==> src/rtl/otb_pkg.sv <==
// ----------------------------------------------------------------------------
// otb_pkg
// shared widths, codes and types of the one-shot timer bank
// ----------------------------------------------------------------------------
package otb_pkg;

	// field widths
	localparam int unsigned OP_W   = 3;
	localparam int unsigned ID_W   = 4;
	localparam int unsigned TICK_W = 31;
	localparam int unsigned TAG_W  = 32;
	localparam int unsigned KIND_W = 2;

	// slot count limits
	localparam int unsigned SLOTS_DEF = 16;
	localparam int unsigned SLOTS_CAP = 16;

	// operation codes
	localparam logic [OP_W-1:0] OP_TICK   = 3'd0;
	localparam logic [OP_W-1:0] OP_CREATE = 3'd1;
	localparam logic [OP_W-1:0] OP_DELETE = 3'd2;
	localparam logic [OP_W-1:0] OP_CANCEL = 3'd3;
	localparam logic [OP_W-1:0] OP_START  = 3'd4;

	// result kinds
	localparam logic [KIND_W-1:0] KIND_ACK    = 2'd0;
	localparam logic [KIND_W-1:0] KIND_CREATE = 2'd1;
	localparam logic [KIND_W-1:0] KIND_EXPIRY = 2'd2;
	localparam logic [KIND_W-1:0] KIND_QUIET  = 2'd3;

	typedef enum logic [1:0] {
		MODE_FREE,
		MODE_IDLE,
		MODE_RUN
	} mode_t;

	typedef enum logic [1:0] {
		ST_IDLE,
		ST_SCAN,
		ST_FLUSH
	} state_t;

	typedef struct packed {
		logic [KIND_W-1:0]       kind;
		logic [ID_W-1:0]         slot;
		logic                    ok;
		logic signed [TAG_W-1:0] event_tag_a;
		logic signed [TAG_W-1:0] event_tag_b;
		logic                    last;
	} rsp_t;

endpackage

==> src/rtl/otb_req_if.sv <==
// ----------------------------------------------------------------------------
// otb_req_if
// request channel of the timer bank: one operation per transfer
// ----------------------------------------------------------------------------
interface otb_req_if import otb_pkg::*; ();
	logic                    valid;
	logic                    ready;
	logic [OP_W-1:0]         op;
	logic [ID_W-1:0]         timer_id;
	logic [TICK_W-1:0]       count;
	logic signed [TAG_W-1:0] tag_a;
	logic signed [TAG_W-1:0] tag_b;
	logic                    notify;

	modport source (
		output valid, op, timer_id, count, tag_a, tag_b, notify,
		input  ready
	);

	modport sink (
		input  valid, op, timer_id, count, tag_a, tag_b, notify,
		output ready
	);
endinterface

==> src/rtl/otb_rsp_if.sv <==
// ----------------------------------------------------------------------------
// otb_rsp_if
// result channel of the timer bank: one result per transfer
// ----------------------------------------------------------------------------
interface otb_rsp_if import otb_pkg::*; ();
	logic                    valid;
	logic                    ready;
	logic [KIND_W-1:0]       kind;
	logic [ID_W-1:0]         slot;
	logic                    ok;
	logic signed [TAG_W-1:0] event_tag_a;
	logic signed [TAG_W-1:0] event_tag_b;
	logic                    last;

	modport source (
		output valid, kind, slot, ok, event_tag_a, event_tag_b, last,
		input  ready
	);

	modport sink (
		input  valid, kind, slot, ok, event_tag_a, event_tag_b, last,
		output ready
	);
endinterface

==> src/rtl/one_shot_timer_bank_unit.sv <==
// ----------------------------------------------------------------------------
// one_shot_timer_bank_unit
// bank of one-shot timer slots with create, delete, cancel, start and tick
// ----------------------------------------------------------------------------
// usage
//   req carries one operation per transfer, rsp returns its results, the
//   final one of each operation marked by last
//   create, delete, cancel, start and unknown ops are answered by one result
//   registered at the accepting edge, so it appears in the next cycle
//   a tick walks the slots one per cycle, while the walk is not paused,
//   through a single decrement and compare unit: the walk visits every slot
//   in ST_SCAN and closes in ST_FLUSH, then req is ready again; expiry
//   events leave in slot order
//   the last expiry (or the quiet result when nothing fires) is held back
//   until the walk ends so that it can carry last
//   when the receiver stalls the output register holds its result; the walk
//   pauses on a slot whose event would displace a held one into a still
//   full output register; req stays low until the register can take a result
//   reset frees every slot and empties the output register
// ----------------------------------------------------------------------------
module one_shot_timer_bank_unit import otb_pkg::*; #(
	parameter int unsigned SLOTS = SLOTS_DEF
) (
	input  logic      clk,
	input  logic      arst_n,
	otb_req_if.sink   req,
	otb_rsp_if.source rsp
);

	// the slot index is four bits wide, so the bank holds at most sixteen
	localparam int unsigned NSLOT = (SLOTS < SLOTS_CAP) ? SLOTS : SLOTS_CAP;
	localparam int unsigned IDX_W = (NSLOT > 1) ? $clog2(NSLOT) : 1;
	localparam logic [IDX_W-1:0] IDX_LAST = IDX_W'(NSLOT - 1);
	localparam logic [ID_W:0] NSLOT_ID = (ID_W + 1)'(NSLOT);

	// control state
	state_t           state_q, state_d;
	logic [IDX_W-1:0] idx_q;
	mode_t            mode_q [NSLOT];
	logic             pend_valid_q;
	logic             rsp_valid_q;

	// slot payload, only meaningful while a slot runs
	logic [TICK_W-1:0]       ticks_q  [NSLOT];
	logic signed [TAG_W-1:0] tag_a_q  [NSLOT];
	logic signed [TAG_W-1:0] tag_b_q  [NSLOT];
	logic                    notify_q [NSLOT];

	// expiry held back until the walk knows whether it is the last
	logic [IDX_W-1:0]        pend_slot_q;
	logic signed [TAG_W-1:0] pend_ta_q;
	logic signed [TAG_W-1:0] pend_tb_q;

	rsp_t rsp_q;

	// handshake and sequencer controls
	logic out_free;
	logic req_ready;
	logic accept;
	logic scan_go;
	logic push;
	rsp_t push_data;

	// shared decrement and compare unit on the visited slot
	mode_t             cur_mode;
	logic [TICK_W-1:0] cur_ticks;
	logic [TICK_W-1:0] cur_dec;
	logic              cur_expire;
	logic              cur_event;

	// request decode
	logic             id_ok;
	logic [IDX_W-1:0] id_idx;
	logic             free_found;
	logic [IDX_W-1:0] free_idx;

	assign out_free   = !rsp_valid_q || rsp.ready;
	assign accept     = req.valid && req_ready;

	assign cur_mode   = mode_q[idx_q];
	assign cur_ticks  = ticks_q[idx_q];
	assign cur_dec    = cur_ticks - TICK_W'(1);
	// a count of zero fires like a count of one
	assign cur_expire = (cur_ticks[TICK_W-1:1] == '0);
	assign cur_event  = (cur_mode == MODE_RUN) && cur_expire && notify_q[idx_q];

	assign id_ok  = ({1'b0, req.timer_id} < NSLOT_ID);
	assign id_idx = req.timer_id[IDX_W-1:0];

	// lowest free slot for create
	always_comb begin
		free_found = 1'b0;
		free_idx   = '0;
		for (int i = NSLOT - 1; i >= 0; i--) begin
			if (mode_q[i] == MODE_FREE) begin
				free_found = 1'b1;
				free_idx   = IDX_W'(i);
			end
		end
	end

	// next state
	always_comb begin
		state_d = state_q;
		case (state_q)
			ST_IDLE: begin
				if (accept && (req.op == OP_TICK)) begin
					state_d = ST_SCAN;
				end
			end
			ST_SCAN: begin
				if (scan_go && (idx_q == IDX_LAST)) begin
					state_d = ST_FLUSH;
				end
			end
			ST_FLUSH: begin
				if (out_free) begin
					state_d = ST_IDLE;
				end
			end
			default: begin
				state_d = ST_IDLE;
			end
		endcase
	end

	// sequencer outputs
	always_comb begin
		req_ready = 1'b0;
		scan_go   = 1'b0;
		push      = 1'b0;
		push_data = '0;
		case (state_q)
			ST_IDLE: begin
				req_ready = out_free;
				if (req.valid && out_free && (req.op != OP_TICK)) begin
					push           = 1'b1;
					push_data.last = 1'b1;
					if (req.op == OP_CREATE) begin
						push_data.kind = KIND_CREATE;
						push_data.ok   = free_found;
						push_data.slot = ID_W'(free_idx);
					end else begin
						push_data.kind = KIND_ACK;
					end
				end
			end
			ST_SCAN: begin
				// a new event displaces the held one, which then needs the output
				scan_go = !(cur_event && pend_valid_q && !out_free);
				if (scan_go && cur_event && pend_valid_q) begin
					push                  = 1'b1;
					push_data.kind        = KIND_EXPIRY;
					push_data.slot        = ID_W'(pend_slot_q);
					push_data.event_tag_a = pend_ta_q;
					push_data.event_tag_b = pend_tb_q;
				end
			end
			ST_FLUSH: begin
				if (out_free) begin
					push           = 1'b1;
					push_data.last = 1'b1;
					if (pend_valid_q) begin
						push_data.kind        = KIND_EXPIRY;
						push_data.slot        = ID_W'(pend_slot_q);
						push_data.event_tag_a = pend_ta_q;
						push_data.event_tag_b = pend_tb_q;
					end else begin
						push_data.kind = KIND_QUIET;
					end
				end
			end
			default: begin
				req_ready = 1'b0;
			end
		endcase
	end

	assign req.ready = req_ready;

	// control registers
	always_ff @(posedge clk or negedge arst_n) begin
		if (!arst_n) begin
			state_q      <= ST_IDLE;
			idx_q        <= '0;
			pend_valid_q <= 1'b0;
			rsp_valid_q  <= 1'b0;
			for (int i = 0; i < NSLOT; i++) begin
				mode_q[i] <= MODE_FREE;
			end
		end else begin
			state_q <= state_d;

			if (push) begin
				rsp_valid_q <= 1'b1;
			end else if (rsp.ready) begin
				rsp_valid_q <= 1'b0;
			end

			if (accept) begin
				idx_q        <= '0;
				pend_valid_q <= 1'b0;
				case (req.op)
					OP_CREATE: begin
						if (free_found) begin
							mode_q[free_idx] <= MODE_IDLE;
						end
					end
					OP_DELETE: begin
						if (id_ok) begin
							mode_q[id_idx] <= MODE_FREE;
						end
					end
					OP_CANCEL: begin
						if (id_ok) begin
							mode_q[id_idx] <= MODE_IDLE;
						end
					end
					OP_START: begin
						if (id_ok) begin
							mode_q[id_idx] <= MODE_RUN;
						end
					end
					default: ;
				endcase
			end

			if (scan_go) begin
				idx_q <= (idx_q == IDX_LAST) ? '0 : idx_q + IDX_W'(1);
				if ((cur_mode == MODE_RUN) && cur_expire) begin
					mode_q[idx_q] <= MODE_IDLE;
				end
				if (cur_event) begin
					pend_valid_q <= 1'b1;
				end
			end

			if ((state_q == ST_FLUSH) && out_free) begin
				pend_valid_q <= 1'b0;
			end
		end
	end

	// payload registers
	always_ff @(posedge clk) begin
		if (push) begin
			rsp_q <= push_data;
		end
		if (accept && (req.op == OP_START) && id_ok) begin
			ticks_q[id_idx]  <= req.count;
			tag_a_q[id_idx]  <= req.tag_a;
			tag_b_q[id_idx]  <= req.tag_b;
			notify_q[id_idx] <= req.notify;
		end
		if (scan_go && (cur_mode == MODE_RUN) && !cur_expire) begin
			ticks_q[idx_q] <= cur_dec;
		end
		if (scan_go && cur_event) begin
			pend_slot_q <= idx_q;
			pend_ta_q   <= tag_a_q[idx_q];
			pend_tb_q   <= tag_b_q[idx_q];
		end
	end

	assign rsp.valid       = rsp_valid_q;
	assign rsp.kind        = rsp_q.kind;
	assign rsp.slot        = rsp_q.slot;
	assign rsp.ok          = rsp_q.ok;
	assign rsp.event_tag_a = rsp_q.event_tag_a;
	assign rsp.event_tag_b = rsp_q.event_tag_b;
	assign rsp.last        = rsp_q.last;

endmodule

==> src/flat_wrapper.sv <==
// flat-port wrapper written by rule: the top's interface ports become plain ports
module one_shot_timer_bank_unit_flat import otb_pkg::*;
#(
	parameter int unsigned SLOTS = SLOTS_DEF
)
  (clk, arst_n, req_valid, req_op, req_timer_id, req_count, req_tag_a, req_tag_b, req_notify, req_ready, rsp_valid, rsp_kind, rsp_slot, rsp_ok, rsp_event_tag_a, rsp_event_tag_b, rsp_last, rsp_ready);
  otb_req_if req_i ();
  otb_rsp_if rsp_i ();
  input  logic clk;
  input  logic arst_n;
  input wire logic [$bits(req_i.valid)-1:0] req_valid;
  input wire logic [$bits(req_i.op)-1:0] req_op;
  input wire logic [$bits(req_i.timer_id)-1:0] req_timer_id;
  input wire logic [$bits(req_i.count)-1:0] req_count;
  input wire logic [$bits(req_i.tag_a)-1:0] req_tag_a;
  input wire logic [$bits(req_i.tag_b)-1:0] req_tag_b;
  input wire logic [$bits(req_i.notify)-1:0] req_notify;
  output wire logic [$bits(req_i.ready)-1:0] req_ready;
  output wire logic [$bits(rsp_i.valid)-1:0] rsp_valid;
  output wire logic [$bits(rsp_i.kind)-1:0] rsp_kind;
  output wire logic [$bits(rsp_i.slot)-1:0] rsp_slot;
  output wire logic [$bits(rsp_i.ok)-1:0] rsp_ok;
  output wire logic [$bits(rsp_i.event_tag_a)-1:0] rsp_event_tag_a;
  output wire logic [$bits(rsp_i.event_tag_b)-1:0] rsp_event_tag_b;
  output wire logic [$bits(rsp_i.last)-1:0] rsp_last;
  input wire logic [$bits(rsp_i.ready)-1:0] rsp_ready;
  assign req_i.valid = req_valid;
  assign req_i.op = req_op;
  assign req_i.timer_id = req_timer_id;
  assign req_i.count = req_count;
  assign req_i.tag_a = req_tag_a;
  assign req_i.tag_b = req_tag_b;
  assign req_i.notify = req_notify;
  assign req_ready = req_i.ready;
  assign rsp_valid = rsp_i.valid;
  assign rsp_kind = rsp_i.kind;
  assign rsp_slot = rsp_i.slot;
  assign rsp_ok = rsp_i.ok;
  assign rsp_event_tag_a = rsp_i.event_tag_a;
  assign rsp_event_tag_b = rsp_i.event_tag_b;
  assign rsp_last = rsp_i.last;
  assign rsp_i.ready = rsp_ready;
  one_shot_timer_bank_unit #(.SLOTS(SLOTS)) u_core (.clk(clk), .arst_n(arst_n), .req(req_i), .rsp(rsp_i));
endmodule
==> config.mk <==
export PLATFORM = sky130hd
export DESIGN_NAME = one_shot_timer_bank_unit_flat
export DESIGN_NICKNAME = d
export VERILOG_FILES = /design/src/rtl/otb_pkg.sv /design/src/rtl/otb_req_if.sv /design/src/rtl/otb_rsp_if.sv /design/src/rtl/one_shot_timer_bank_unit.sv /design/src/flat_wrapper.sv
export SDC_FILE = /design/constraint.sdc
export NUM_CORES = 2
export LEC_CHECK = 0
export ABC_AREA = 1
export BUFFER_PORTS_ARGS = -buffer_cell sky130_fd_sc_hd__clkbuf_2
export CAP_MARGIN = 20
export CORE_MARGIN = 2
export CORE_UTILIZATION = 33
export DETAILED_ROUTE_END_ITERATION = 8
export HOLD_SLACK_MARGIN = 0.06
export PLACE_DENSITY = 0.55
export SLEW_MARGIN = 20
export SYNTH_ARGS = -nofsm -noshare
export SYNTH_HDL_FRONTEND = slang
export SYNTH_SLANG_ARGS = --single-unit
==> constraint.sdc <==
create_clock -name clk -period 8.3 [get_ports clk]
set_clock_uncertainty 0.1 [all_clocks]
set_input_delay 0 -clock clk [delete_from_list [all_inputs] [get_ports clk]]
set_output_delay 0 -clock clk [all_outputs]
set_load 0.1 [all_outputs]
==> metrics.md <==
| Metric | Value |
|---|---|
| Status | completed |
| WP data required | 8.73 ns |
| CTS root buffer | clkbuf_16 |
| # rows | 168 |
| Critical-path cell list | inv_16 > buf_4 > nand2_1 > nand2_1 > nand2_1 > o21ai_1 > nand2_1 > nand2_1 > nor2_1 > nand2_1 > nor2_1 > nand2_1 > nor2_2 > nand2_2 > nor2_2 > nand4_2 > nand3_2 > nand2_1 > nand3_1 > nor2_4 > buf_4 |
| Most common cell on crit path | nand2_1 |
| Initial antenna violation count | 22 |
| Worst skew pair latency | approximately 0.85 ns |
| H-tree depth | 4 |
| Slowest cell delay on critical path | 0.92 ns |
| Largest net degree at the start of global routing | 217 |
| Syn nets | 6087 |
| Register area share after synthesis | 73.39% |
| TNS Setup | 0 ns |
| Reg clk slew, reported paths | 0.06 ns |
| DIE AREA | 215600 µm² |
| # resized after CTS | 0 |
| Core Area | 210200 µm² |
| RD Place Congestion | 0.8701 |
| Slew headroom | 18.25% |
| Wire per inst | about 22 µm |
| Tot Pwr | between 0.02 and 0.03 W |
| Highest Clock Rate | 0.1521 GHz |
| Layout area overhead | 16.46% |
| Peak supply drop | 436.7 µV |
| Final setup fails | 0 |
| Post-route minimum period | 6.573 ns |
| Hold Crit Class | input pin to register |
| CTS tree | built |
| Fin nets | 6382 |
| Final Max Tran Viols | 0 |
| CP Data Arrival Time | 7.01 ns |
| CTS Buffer Depth | 3 |
| CP Max Fanout | just under 200 |
| Slowest cell on crit path | nor2_4 |
| Port buffer count | 180 |
| Synth Register Bits | 1716 |
| Layout cells sized above 1 | a little under a tenth |
| EDFF count, synth | 1676 |
| Post-Synth Adder-Cell Area | less than 1% |
| I/O pin count | between 150 and 200 |
| DR vias | 46507 |
| Starting Density | 33.27% |
| Post-synthesis compound-gate area fraction | 8.102% |
| Simple-gate share of the synthesized area | 13.84% |
| Drt via density | 5.046 |
| Post-synthesis mux area share | 0% |
| Synth async-reset ratio | between 2 and 2.5% |
| CP Capture Type | register |
| Max-cap violations | 0 |
| Worst-Margin Slew | 1.226 ns |
| Post-Synthesis Cells | 5971 |
| RSZ-0062 raised after global routing | no |
| Fin crit share | 79.19% |
| Fin. Hold Viols | 0 |
| Die X | 464.4 µm |
| Clk sinks | 1716 |
| Post-synthesis cell area | 69940 µm² |
| Reg2reg path depth | 21 |
| Yosys Warn Count | 0 |
| Leakage | slightly below 30 nW |
| Crit Path Class | register to register |
| Pwr/cell area | about 330 nW/µm² |
| First-pass GRT wire length | 293.0 mm |
| Detailed Route WL | 199.5 mm |
| Clock buffer count from CTS | 176 |
| GRT Total Usage | 17.98% |
| Primary FF master, synth | edfxtp_1 |
| Congestion Overflow GR | 0 |
| Starting DRT DRC Count | around 5000 |
| Post-CTS Setup Inserts | 0 |
| Vias in the first global route | 44554 |
| Chip height | ~460 µm |
| Largest family of logic cells by synthesized area | simple AND/OR/NAND/NOR gates |
| Detailed Place HPWL | 102.5 mm |
| Critical path launch point type | register |
| DRT antenna net count | 0 |
| Drt first pass iters | 6 |
| Residual DRC | 0 |
| Count of different cell masters after synthesis | 42 |
| Post-Synth XOR/XNOR Area | 0.3506% |
| Avg Inst Size Synth | 11.71 µm² |
| Hold path depth | 2 |
-- final timing paths --
path                            slack (ns)                                    to                      startpoint
worst max-delay path                  1.73        u_core.ticks_q[0][5]$_DFFE_PP_     u_core.idx_q[0]$_DFFE_PN0P_
worst min-delay path                  0.09       u_core.tag_a_q[6][24]$_DFFE_PP_                   req_tag_a[24]
worst max register to register        1.73        u_core.ticks_q[0][5]$_DFFE_PP_     u_core.idx_q[0]$_DFFE_PN0P_
worst min register to register        0.40  u_core.rsp.event_tag_b[31]$_DFFE_PP_  u_core.pend_tb_q[31]$_DFFE_PP_
max in group asynchronous             7.44           u_core.mode_q[17]$_DFF_PN0_                          arst_n
min in group asynchronous             0.39           u_core.mode_q[29]$_DFF_PN0_                          arst_n
-- timing repair --
item / CTS / global route
endpoints found under the setup margin: 0 / 0
hold endpoints to repair: 1635 / 0
hold buffers: 162 / 0
-- layout make-up --
cell class | instances | area, µm²
well taps | 2805 | 3510
multi-input cells | 3539 | 15970
repair buffers | 450 | 3526
flip-flops and latches | 1716 | 51340
clock buffers | 212 | 4561
diodes | 4 | 10.01
inverters | 383 | 1476
clock inverters | 108 | 1070
fillers | 20164 | 128700
-- cell usage after synthesis (5+ instances only) --
master	number	share of area, %
inv_1	375	2.0
edfxtp_1	1676	72
nor2_2	20	0.18
nand3_1	131	0.94
nand4_1	71	0.64
nor2_1	824	4.4
clkbuf_1	230	1.2
xor2_1	16	0.20
buf_2	60	0.43
o21ai_0	658	4.7
ha_1	9	0.16
dfrtp_1	40	1.4
buf_4	14	0.15
o21ai_1	59	0.42
nand2_1	1345	7.2
o22ai_1	262	2.3
buf_6	12	0.19
buf_1	16	0.086
or2_2	6	0.054
nor3_1	32	0.23
xnor2_1	12	0.15
a21oi_1	65	0.47
o211ai_1	5	0.054
-- metal layers --
metal	up-vias	global-route usage, %	wire, µm
li1	21411	-	-
met4	18	4.895	4548
met5	-	0	122
met2	1620	28.65	92190
met3	332	3.117	13600
met1	23126	25.27	89040
-- cells in the final DEF, fill, tap and decap left out, drive strengths merged, types with 12 or more instances in the layout --
cell | netlist | routed
nor2 | 845 | 845
o21ai | 717 | 717
bufinv | 0 | 14
inv | 381 | 389
o22ai | 262 | 262
nand4 | 72 | 72
buf | 102 | 109
edfxtp | 1676 | 1676
nand2 | 1347 | 1347
clkbuf | 231 | 392
nor3 | 32 | 32
a21oi | 66 | 66
xor2 | 16 | 16
xnor2 | 12 | 12
clkinv | 2 | 82
dfrtp | 40 | 40
dlygate4sd3 | 0 | 161
nand3 | 133 | 133
-- logic make-up after synthesis --
kind of cell,after synthesis
compound gates,1059
fa+ha+maj,9
xor+xnor,28
flops,1716
buf+inv,716
simple gates,2443
-- where the power goes --
| group | switching [W] | internal (W) |
|---|---|---|
| sequential | 0.000236 | 0.0104 |
| combinational | 0.00643 | 0.00210 |
| clock | 0.00343 | 0.00438 |
-- registers in the layout, indices dropped and copies added, names as in the netlist --
| name | flops |
|---|---|
| u_core.rsp.ok | 1 |
| u_core.mode_q | 32 |
| u_core.rsp.slot | 4 |
| u_core.state_q | 2 |
| u_core.pend_ta_q | 32 |
| u_core.ticks_q | 496 |
| u_core.tag_a_q | 512 |
| u_core.idx_q | 4 |
| u_core.rsp.event_tag_b | 32 |
| u_core.rsp.kind | 2 |
| u_core.pend_valid_q | 1 |
| u_core.tag_b_q | 512 |
| u_core.rsp.valid | 1 |
| u_core.notify_q | 16 |
| u_core.rsp.event_tag_a | 32 |
| u_core.pend_tb_q | 32 |
| u_core.pend_slot_q | 4 |
| u_core.rsp.last | 1 |
-- through the flow --
step           util, %  hold WS (ns)  cells  cell area, µm²  worst slack, ns
3_5_place_dp     35.26     -0.005475   8729           74120            1.765
5_1_grt          38.75       0.08516   9214           81450            1.352
2_1_floorplan        -       -0.3956   5971           69940           0.1499
3_3_place_gp     35.23        0.1712   8727           74060            1.809
6_report         38.75       0.08924   9217           81460            1.727
4_1_cts          38.72       0.06029   9211           81390            1.786
-- critical path, delay by kind of cell (launching register included) --
kind            cells  cell delay, ns
flops               1            0.69
compound gates      1            0.11
simple gates       17            3.34
buf+inv             3            1.69
No activity file was read; power rests on OpenSTA's default activity.
